### src/rtl/san_pkg.sv
// san_pkg: shared types and constants for the stick axis normalizer.
// Used by every module of the block; it depends on nothing else.
`default_nettype none

package san_pkg;

  localparam int unsigned SAMPLE_BITS = 12;
  // quotient bits below the saturation point (full scale is 2**FRAC_BITS - 1)
  localparam int unsigned FRAC_BITS   = 15;
  localparam int unsigned NUM_W       = SAMPLE_BITS + FRAC_BITS;
  localparam int unsigned OUT_W       = FRAC_BITS + 1;
  localparam int unsigned NUM_CELLS   = FRAC_BITS;

  localparam logic [SAMPLE_BITS-1:0] CENTER_RST = SAMPLE_BITS'(2048);
  localparam logic [SAMPLE_BITS-1:0] UPPER_RST  = SAMPLE_BITS'(4095);
  localparam logic [SAMPLE_BITS-1:0] LOWER_RST  = '0;
  localparam logic [FRAC_BITS-1:0]   FULL_MAG   = '1;

  typedef enum logic [2:0] {
    REG_CENTER = 3'd0,
    REG_UPPER  = 3'd1,
    REG_LOWER  = 3'd2,
    REG_INVERT = 3'd3,
    REG_ENABLE = 3'd4
  } san_reg_e;

  typedef struct packed {
    logic [SAMPLE_BITS-1:0] center;
    logic [SAMPLE_BITS-1:0] upper;
    logic [SAMPLE_BITS-1:0] lower;
    logic                   invert;
    logic                   enable;
  } san_cfg_t;

  // one item as it travels along the divider cells
  typedef struct packed {
    logic [NUM_W-1:0]     rem;   // partial remainder
    logic [NUM_W-1:0]     dsh;   // divisor aligned to the current quotient bit
    logic [FRAC_BITS-1:0] quo;
    logic                 neg;   // final result is negative
    logic                 zero;  // result forced to zero
    logic                 sat;   // quotient would exceed full scale
  } san_work_t;

endpackage

`default_nettype wire

### src/rtl/san_front.sv
// san_front: clamp, side selection, span and numerator, first pipeline register.
// Depends on san_pkg.
`default_nettype none

module san_front import san_pkg::*; (
  input  wire logic                   clk_i,
  input  wire logic                   rst_ni,
  input  wire san_cfg_t               cfg_i,
  input  wire logic                   up_valid_i,
  output logic                        up_ready_o,
  input  wire logic [SAMPLE_BITS-1:0] raw_sample_i,
  output logic                        dn_valid_o,
  input  wire logic                   dn_ready_i,
  output san_work_t                   dn_work_o
);

  logic                   valid_q;
  san_work_t              work_q, work_d;
  logic [SAMPLE_BITS-1:0] clip_hi, clip, delta, span;
  logic                   pos, empty;
  logic [NUM_W-1:0]       num, lim;

  assign up_ready_o = !valid_q || dn_ready_i;

  always_comb begin
    // upper clamp first, lower clamp second
    clip_hi = (raw_sample_i > cfg_i.upper) ? cfg_i.upper : raw_sample_i;
    clip    = (clip_hi < cfg_i.lower) ? cfg_i.lower : clip_hi;
    pos     = (clip >= cfg_i.center);
    if (pos) begin
      empty = (cfg_i.upper <= cfg_i.center);
      delta = clip - cfg_i.center;
      span  = cfg_i.upper - cfg_i.center;
      num   = {delta, {FRAC_BITS{1'b0}}} - NUM_W'(delta);
    end else begin
      empty = (cfg_i.center <= cfg_i.lower);
      delta = cfg_i.center - clip;
      span  = cfg_i.center - cfg_i.lower;
      num   = {delta, {FRAC_BITS{1'b0}}};
    end
    lim          = {span, {FRAC_BITS{1'b0}}};
    work_d.rem   = num;
    work_d.dsh   = {1'b0, span, {(FRAC_BITS-1){1'b0}}};
    work_d.quo   = '0;
    work_d.neg   = !pos ^ cfg_i.invert;
    work_d.zero  = empty || !cfg_i.enable;
    work_d.sat   = (num >= lim);
  end

  always_ff @(posedge clk_i or negedge rst_ni) begin
    if (!rst_ni) begin
      valid_q <= 1'b0;
    end else if (up_ready_o) begin
      valid_q <= up_valid_i;
    end
  end

  always_ff @(posedge clk_i) begin
    if (up_ready_o && up_valid_i) begin
      work_q <= work_d;
    end
  end

  assign dn_valid_o = valid_q;
  assign dn_work_o  = work_q;

endmodule

`default_nettype wire

### src/rtl/san_div_cell.sv
// san_div_cell: one restoring-division cell, settles one quotient bit per item.
// Depends on san_pkg.
`default_nettype none

module san_div_cell import san_pkg::*; (
  input  wire logic      clk_i,
  input  wire logic      rst_ni,
  input  wire logic      up_valid_i,
  output logic           up_ready_o,
  input  wire san_work_t up_work_i,
  output logic           dn_valid_o,
  input  wire logic      dn_ready_i,
  output san_work_t      dn_work_o
);

  logic      valid_q;
  san_work_t work_q, work_d;
  logic      fits;

  assign up_ready_o = !valid_q || dn_ready_i;

  always_comb begin
    work_d     = up_work_i;
    fits       = (up_work_i.rem >= up_work_i.dsh);
    if (fits) begin
      work_d.rem = up_work_i.rem - up_work_i.dsh;
    end
    work_d.quo = {up_work_i.quo[FRAC_BITS-2:0], fits};
    work_d.dsh = {1'b0, up_work_i.dsh[NUM_W-1:1]};
  end

  always_ff @(posedge clk_i or negedge rst_ni) begin
    if (!rst_ni) begin
      valid_q <= 1'b0;
    end else if (up_ready_o) begin
      valid_q <= up_valid_i;
    end
  end

  always_ff @(posedge clk_i) begin
    if (up_ready_o && up_valid_i) begin
      work_q <= work_d;
    end
  end

  assign dn_valid_o = valid_q;
  assign dn_work_o  = work_q;

endmodule

`default_nettype wire

### src/rtl/san_back.sv
// san_back: saturation, sign and output register of the normalizer.
// Depends on san_pkg.
`default_nettype none

module san_back import san_pkg::*; (
  input  wire logic             clk_i,
  input  wire logic             rst_ni,
  input  wire logic             up_valid_i,
  output logic                  up_ready_o,
  input  wire san_work_t        up_work_i,
  output logic                  out_valid_o,
  input  wire logic             out_ready_i,
  output logic signed [OUT_W-1:0] axis_value_o
);

  logic                   valid_q;
  logic [OUT_W-1:0]       value_q, value_d;
  logic [FRAC_BITS-1:0]   mag;

  assign up_ready_o = !valid_q || out_ready_i;

  always_comb begin
    if (up_work_i.zero) begin
      mag = '0;
    end else if (up_work_i.sat) begin
      mag = FULL_MAG;
    end else begin
      mag = up_work_i.quo;
    end
    value_d = up_work_i.neg ? (OUT_W'(0) - {1'b0, mag}) : {1'b0, mag};
  end

  always_ff @(posedge clk_i or negedge rst_ni) begin
    if (!rst_ni) begin
      valid_q <= 1'b0;
    end else if (up_ready_o) begin
      valid_q <= up_valid_i;
    end
  end

  always_ff @(posedge clk_i) begin
    if (up_ready_o && up_valid_i) begin
      value_q <= value_d;
    end
  end

  assign out_valid_o  = valid_q;
  assign axis_value_o = value_q;

endmodule

`default_nettype wire

### src/rtl/stick_axis_normalizer.sv
// Stick axis normalizer: raw converter sample to signed calibrated axis position.
// Top level; uses san_pkg, san_front, san_div_cell and san_back.
//
// Accepts one sample per clock while the output side does not stall and returns
// one result per sample, in order, through one front register (clamp, span,
// numerator), a chain of 15 restoring-division cells that each settle one
// quotient bit, and one output register that applies saturation and sign. Every
// stage holds its own item and takes a new one as soon as its content moves on,
// so empty slots close up during output stalls. Registers are written through
// the configuration channel, which is always ready; writes are meant to happen
// while no sample is in flight.
`default_nettype none

module stick_axis_normalizer import san_pkg::*; (
  input  wire logic                   clk_i,
  input  wire logic                   rst_ni,
  input  wire logic                   cfg_valid_i,
  output logic                        cfg_ready_o,
  input  wire logic [2:0]             cfg_index_i,
  input  wire logic [SAMPLE_BITS-1:0] cfg_data_i,
  input  wire logic                   in_valid_i,
  output logic                        in_ready_o,
  input  wire logic [SAMPLE_BITS-1:0] raw_sample_i,
  output logic                        out_valid_o,
  input  wire logic                   out_ready_i,
  output logic signed [OUT_W-1:0]     axis_value_o
);

  san_cfg_t  cfg_q;
  logic      stage_valid [NUM_CELLS+1];
  logic      stage_ready [NUM_CELLS+1];
  san_work_t stage_work  [NUM_CELLS+1];

  assign cfg_ready_o = 1'b1;

  always_ff @(posedge clk_i or negedge rst_ni) begin
    if (!rst_ni) begin
      cfg_q.center <= CENTER_RST;
      cfg_q.upper  <= UPPER_RST;
      cfg_q.lower  <= LOWER_RST;
      cfg_q.invert <= 1'b0;
      cfg_q.enable <= 1'b0;
    end else if (cfg_valid_i) begin
      unique case (san_reg_e'(cfg_index_i))
        REG_CENTER: cfg_q.center <= cfg_data_i;
        REG_UPPER:  cfg_q.upper  <= cfg_data_i;
        REG_LOWER:  cfg_q.lower  <= cfg_data_i;
        REG_INVERT: cfg_q.invert <= cfg_data_i[0];
        REG_ENABLE: cfg_q.enable <= cfg_data_i[0];
        default: ;
      endcase
    end
  end

  san_front u_front (
    .clk_i        (clk_i),
    .rst_ni       (rst_ni),
    .cfg_i        (cfg_q),
    .up_valid_i   (in_valid_i),
    .up_ready_o   (in_ready_o),
    .raw_sample_i (raw_sample_i),
    .dn_valid_o   (stage_valid[0]),
    .dn_ready_i   (stage_ready[0]),
    .dn_work_o    (stage_work[0])
  );

  for (genvar i = 0; i < NUM_CELLS; i++) begin : g_cell
    san_div_cell u_cell (
      .clk_i      (clk_i),
      .rst_ni     (rst_ni),
      .up_valid_i (stage_valid[i]),
      .up_ready_o (stage_ready[i]),
      .up_work_i  (stage_work[i]),
      .dn_valid_o (stage_valid[i+1]),
      .dn_ready_i (stage_ready[i+1]),
      .dn_work_o  (stage_work[i+1])
    );
  end

  san_back u_back (
    .clk_i        (clk_i),
    .rst_ni       (rst_ni),
    .up_valid_i   (stage_valid[NUM_CELLS]),
    .up_ready_o   (stage_ready[NUM_CELLS]),
    .up_work_i    (stage_work[NUM_CELLS]),
    .out_valid_o  (out_valid_o),
    .out_ready_i  (out_ready_i),
    .axis_value_o (axis_value_o)
  );

endmodule

`default_nettype wire

### config.mk
export PLATFORM = sky130hd
export DESIGN_NAME = stick_axis_normalizer
export DESIGN_NICKNAME = d
export VERILOG_FILES = /design/src/rtl/san_pkg.sv /design/src/rtl/san_front.sv /design/src/rtl/san_div_cell.sv /design/src/rtl/san_back.sv /design/src/rtl/stick_axis_normalizer.sv
export SDC_FILE = /design/constraint.sdc
export NUM_CORES = 1
export LEC_CHECK = 0
export BUFFER_PORTS_ARGS = -buffer_cell sky130_fd_sc_hd__buf_2
export CAP_MARGIN = 20
export CORE_MARGIN = 4
export CORE_UTILIZATION = 45
export DETAILED_ROUTE_END_ITERATION = 8
export GPL_ROUTABILITY_DRIVEN = 0
export PLACE_DENSITY = 0.66
export SLEW_MARGIN = 5
export SYNTH_ARGS = -nofsm -noshare
export SYNTH_HDL_FRONTEND = slang
export SYNTH_SLANG_ARGS = --single-unit
### constraint.sdc
create_clock -name clk_i -period 15.7 [get_ports clk_i]
set_input_delay 0.785 -clock clk_i [delete_from_list [all_inputs] [get_ports clk_i]]
set_output_delay 0.785 -clock clk_i [all_outputs]
set_load 0.005 [all_outputs]
After elaboration in Yosys (flattened, before gate mapping)
Cells that the tools add are included.
{ "totals": {"in_bits": 32, "regBits": 824} }
{ "classes": {"n_lt_le_gt_ge": 21, "n_eq_ne": 4, "muxes": 22, "bitwise": 1, "n_reduce_logical": 60, "add_sub_neg": 20} }
{ "ops": {"columns": ["operator", "count"], "rows": [
  ["2-to-1 mux 27 bit", 15],
  ["subtractor 12 bit", 4],
  ["2-to-1 mux 15 bit", 3],
  ["2-to-1 mux 12 bit", 3],
  [">= comparator 27 x 12 -> 1 bit", 1],
  [">= comparator 27 x 13 -> 1 bit", 1],
  [">= comparator 27 x 14 -> 1 bit", 1],
  [">= comparator 27 x 15 -> 1 bit", 1],
  [">= comparator 27 x 16 -> 1 bit", 1],
  [">= comparator 27 x 17 -> 1 bit", 1],
  [">= comparator 27 x 18 -> 1 bit", 1],
  [">= comparator 27 x 19 -> 1 bit", 1],
  [">= comparator 27 x 20 -> 1 bit", 1],
  [">= comparator 27 x 21 -> 1 bit", 1],
  [">= comparator 27 x 22 -> 1 bit", 1],
  [">= comparator 27 x 23 -> 1 bit", 1],
  [">= comparator 27 x 24 -> 1 bit", 1],
  [">= comparator 27 x 25 -> 1 bit", 1],
  [">= comparator 27 x 26 -> 1 bit", 1],
  [">= comparator 27 bit", 1],
  ["subtractor 27 x 12 -> 27 bit", 1],
  ["subtractor 27 x 13 -> 27 bit", 1],
  ["subtractor 27 x 14 -> 27 bit", 1],
  ["subtractor 27 x 15 -> 27 bit", 1],
  ["other kinds (26)", 83]
]} }

Longest topological paths before layout
{ "depth": {"ltp_word": 19, "ltp_mapped": 42, "ltp_nobuf": 39} }

Modules after synthesis
Synthesis repeated with hierarchy kept, for this count alone.
{ "hier_totals": {"hier_cells": 6255, "area_unflattened_um2": 71507.3} }
{ "modules_own_cells": {"columns": ["module", "cells_per_inst", "instances", "area_per_inst_um2", "seq_area_each_um2"], "rows": [
  ["san_div_cell at g_cell[12].u_cell ...", 348, 6, 4274.1, 2157.1],
  ["san_div_cell at g_cell[5].u_cell ...", 358, 5, 4058.9, 2157.1],
  ["san_front", 699, 1, 6022.0, 1286.2],
  ["san_div_cell at g_cell[0].u_cell", 384, 1, 4299.1, 2157.1],
  ["san_div_cell at g_cell[11].u_cell", 364, 1, 4184.0, 2157.1],
  ["san_div_cell at g_cell[10].u_cell", 365, 1, 4125.2, 2157.1],
  ["san_div_cell at g_cell[4].u_cell", 351, 1, 4101.4, 2157.1],
  ["stick_axis_normalizer", 86, 1, 1634.1, 967.2],
  ["san_back", 128, 1, 1202.4, 505.5]
]} }

Worst setup path before layout
OpenSTA, ideal clock, no wires.
{ "synth_timing": {"kind": "input to register", "start": "input raw_sample_i[5]", "end": "register u_front.work_q, in the netlist u_front.dn_work_o[0] (data pin)", "setup_slack_ns": 7.060, "required_time_ns": 15.434, "t_arrival_ns": 8.374, "stages": 40, "path_cell_list": "ha_1 -> a21o_1 -> a21o_1 -> a21oi_1 -> o21a_1 -> a21oi_1 -> clkbuf_1 -> mux2_2 -> ha_1 -> a21o_1 -> a21oi_1 -> nor2b_1 -> o21ai_0 -> nand2b_1 -> a21oi_1 -> o21ai_0 -> a21o_1 -> clkbuf_1 -> [... 4 more ...] -> a21oi_1 -> xnor2_1 -> or4b_1 -> buf_2 -> nor3_2 -> nor2b_1 -> xor2_1 -> mux2i_1 -> ha_1 -> nor2b_1 -> o21a_1 -> o21a_1 -> o21a_1 -> o21a_1 -> o211ai_1 -> a21oi_1 -> a211oi_1 -> o41ai_1"} }
{ "synth_rtl": {"columns": ["item", "line", "rtl"], "rows": [
  ["start, declared", "stick_axis_normalizer.sv:23", "input wire logic [SAMPLE_BITS-1:0] raw_sample_i,"],
  ["end signal, assigned", "san_front.sv:60", "work_q <= work_d;"],
  ["end, declared", "san_front.sv:18", "san_work_t work_q, work_d;"]
]} }

==> impl_results.md <==
* Status: complete, no violations
* Layout cells sized above 1 at 0.0920
* Slew @ Worst Pin at 1.11 ns
* Total Routing Usage GR at 0.171
* Via/cell ratio at 5.35
* Critical-path top delay cell: a21o_1
* I/O Buffers at 49
* Worst vdd ir at 153 uV
* Clock transition at the registers of the reported paths at 0.06 ns
* Total setup buffers inserted after CTS at 0
* EDFF count, synth at 769
* Post-CTS resize count at 0
* Clock Skew at 0.0192 ns
* Die width at 315 um
* Area Growth Syn to Fin at 10.9%
* Worst Setup SP: cfg_q[15]$_DFFE_PN1P_
* Chip height at 315 um
* CP max stage delay at 0.80 ns
* Most frequent CP cell: o21a_1
* Vias in the first global route at 25500
* Fmax at 98.2 MHz
* Clock buffer count from CTS at 83
* CP Data Arrival Time at 10.55 ns
* Hold Buf Count CTS at 0
* Die area at 98900 um^2
* Reg area at 24500 um^2
* Crit end category: register
* Routed WL at 84700 um
* YS warnings at 0
* Post-Syn Instances at 3551
* DP Wirelength at 64300 um
* R2R Path Start: cfg_q[15]$_DFFE_PN1P_
* Max Slew Vio Count at 0
* Maximum Capacitance Violations at 0
* Most used DFF post-synth: edfxtp_1
* Worst hold path type: input port to async pin
* Final net count at 3959
* Final core occ at 0.502
* Pin count of the biggest net entering global routing at 57
* Detailed Route Iter0 Violations at 2266
* Synthesized area per cell at 11.9 um^2
* H-Tree Level Count at 3
* Avg WL per Cell at 17.1 um
* RSZ-0062 raised after global routing: no
* Synthesized cell area at 42300 um^2
* Core area at 93300 um^2
* Multi-input logic area at 16500 um^2
* Slew HR at 0.262
* Required time worst endpoint at 16.07 ns
* Seq/Total Area, Yosys at 0.579
* DRC Markers at 0
* # clock sinks at 824
* Vias after detailed routing at 26600
* Register bit total from synthesis at 824
* Clock root buffer: clkbuf_16
* Num rows at 112
* Leakage power at 18.1 nW
* Final period utilization at 0.648
* Initial core utilization at 0.453
* Cell Pwr Density at 207 nW/um^2
* Post-DRT Antenna Nets at 0
* Tmin final at 10.18 ns
* Pre-antenna DRT Iters at 6
* Final Hold Viols at 0
* # IOs at 51
* Setup CP Type: register to register
* Mapped Nets at 3865
* Clock Tree Buf Depth at 3
* Layout fillers at 8139
* Async set or reset register ratio after synthesis at 0.0667
* Worst-path fanout max at 21
* CP Launch Type: register
* Final setup vio count at 0
* Worst skew pair latency at 0.64 ns
* Gr ovfl total at 0
* Initial antenna violation count at 0
* TNS Setup at 0 ns
* Post-synth cell types at 96
* CTS tree: done
* First-pass GRT wire length at 136000 um
## critical path, delay by kind of cell, from the launching register on
kind	cells	cell delay, ns
AOI/OAI and AO/OA	22	4.89
xor gates and xnor gates	1	0.15
adders and majority gates	4	1.38
buffers and inverters	2	0.35
DFF	1	0.58
muxes	3	1.04
and+or+nand+nor	7	1.53
## logic make-up after synthesis
logic type                 share of synthesized area
other                                      0.0000887
and+or+nand+nor                                0.116
muxes                                         0.0224
xor gates and xnor gates                      0.0516
buffers and inverters                         0.0357
DFF                                            0.579
adders and majority gates                     0.0866
AOI/OAI and AO/OA                              0.109
## layer usage
metal	vias to the layer above	GRT usage	wire length, um
met5	-	0	0
met4	0	0.0579	2570
met3	143	0.0275	4400
met2	607	0.289	40300
met1	12600	0.226	37500
li1	13200	-	-
## Yosys cell counts, drive strengths merged, types with 16 or more instances
cell type | number | area (um^2)
nor4 | 48 | 300
nand4 | 35 | 219
a31oi | 20 | 125
mux2i | 27 | 270
or2 | 25 | 159
o21bai | 20 | 150
dfrtp | 42 | 1050
nand2 | 253 | 950
a21oi | 217 | 1090
ha | 264 | 3300
nor4b | 16 | 140
a21o | 73 | 548
a211oi | 20 | 155
a21boi | 20 | 150
buf | 18 | 92.6
inv | 326 | 1220
nor2 | 225 | 845
nand2b | 51 | 322
nor3 | 96 | 497
nor2b | 62 | 388
o21ai | 211 | 1060
mux2 | 60 | 676
xnor2 | 130 | 1140
nand3 | 51 | 255
and3 | 16 | 100
fa | 18 | 360
xor2 | 119 | 1040
clkbuf | 51 | 193
o21a | 40 | 300
o31ai | 27 | 213
or3 | 26 | 163
edfxtp | 769 | 23100
## power by group
part / total [W] / switching, W / internal (W)
logic: 0.00404 / 0.00233 / 0.00171
clock network: 0.00192 / 0.000809 / 0.00111
registers: 0.00373 / 0.000410 / 0.00332
total: 0.00968 / 0.00355 / 0.00614
## registers in the layout, summed over array words and instances (netlist names)
signal                    count
u_front.dn_work_o            42
u_back.axis_value_o          16
cfg_q                        38
u_back.out_valid_o            1
g_cell.u_cell.dn_work_o     711
u_front.dn_valid_o            1
g_cell.u_cell.dn_valid_o     15
## area by class of cell
class / instances / share of cell area
clock inverter: 45 / 0.00875
sequential: 824 / 0.522
inverter: 326 / 0.0261
tap: 1254 / 0.0335
clock buffer: 103 / 0.0477
multi-input combinational: 2332 / 0.351
antenna: 1 / 0.0000534
timing repair buffer: 78 / 0.0106
## per-stage QoR
stage | power [W] | instance area, um^2 | hold WS (ns) | worst slack, ns | instances
after floorplan | 0.00667 | 42300 | 0.400 | 7.06 | 3551
after global placement | 0.00768 | 44200 | 0.400 | 5.50 | 4810
after detailed placement | 0.00772 | 44200 | 0.405 | 5.32 | 4810
after CTS | 0.00971 | 46800 | 0.306 | 5.52 | 4958
after global routing | 0.0104 | 46900 | 0.335 | 4.82 | 4962
final | 0.00968 | 46900 | 0.297 | 5.52 | 4963
## final timing paths
kind	endpoint	slack (ns)	depth (start not counted)
max in group asynchronous	cfg_q[27]$_DFFE_PN0P_	14.87	2
min	u_front.dn_valid_o$_DFFE_PN0N_	0.30	2
max	u_front.dn_work_o[0]$_DFFE_PP_	5.52	39
min reg2reg	g_cell[12].u_cell.dn_work_o[13]$_DFFE_PP_	0.41	0
max reg2reg	u_front.dn_work_o[0]$_DFFE_PP_	5.52	39
min in group clk_i	u_front.dn_valid_o$_DFFE_PN0N_	0.38	2
## placed cells by master (no fill, tap or decap), drive strengths merged, types with 25 or more instances in the layout
cell type and count:
o21ai 211, inv 331, o21a 40, clkinv 30, nor3 96, mux2 60, clkbuf 103, nor4 48
o31ai 27, nor2 225, nor2b 62, a21o 73, ha 264, nand2 253, nand4 35, xnor2 130
mux2i 27, nand2b 51, or3 26, a21oi 217, edfxtp 769, buf 78, dfrtp 42, xor2 119
nand3 51, or2 25
No activity file was read; power rests on OpenSTA's default activity.
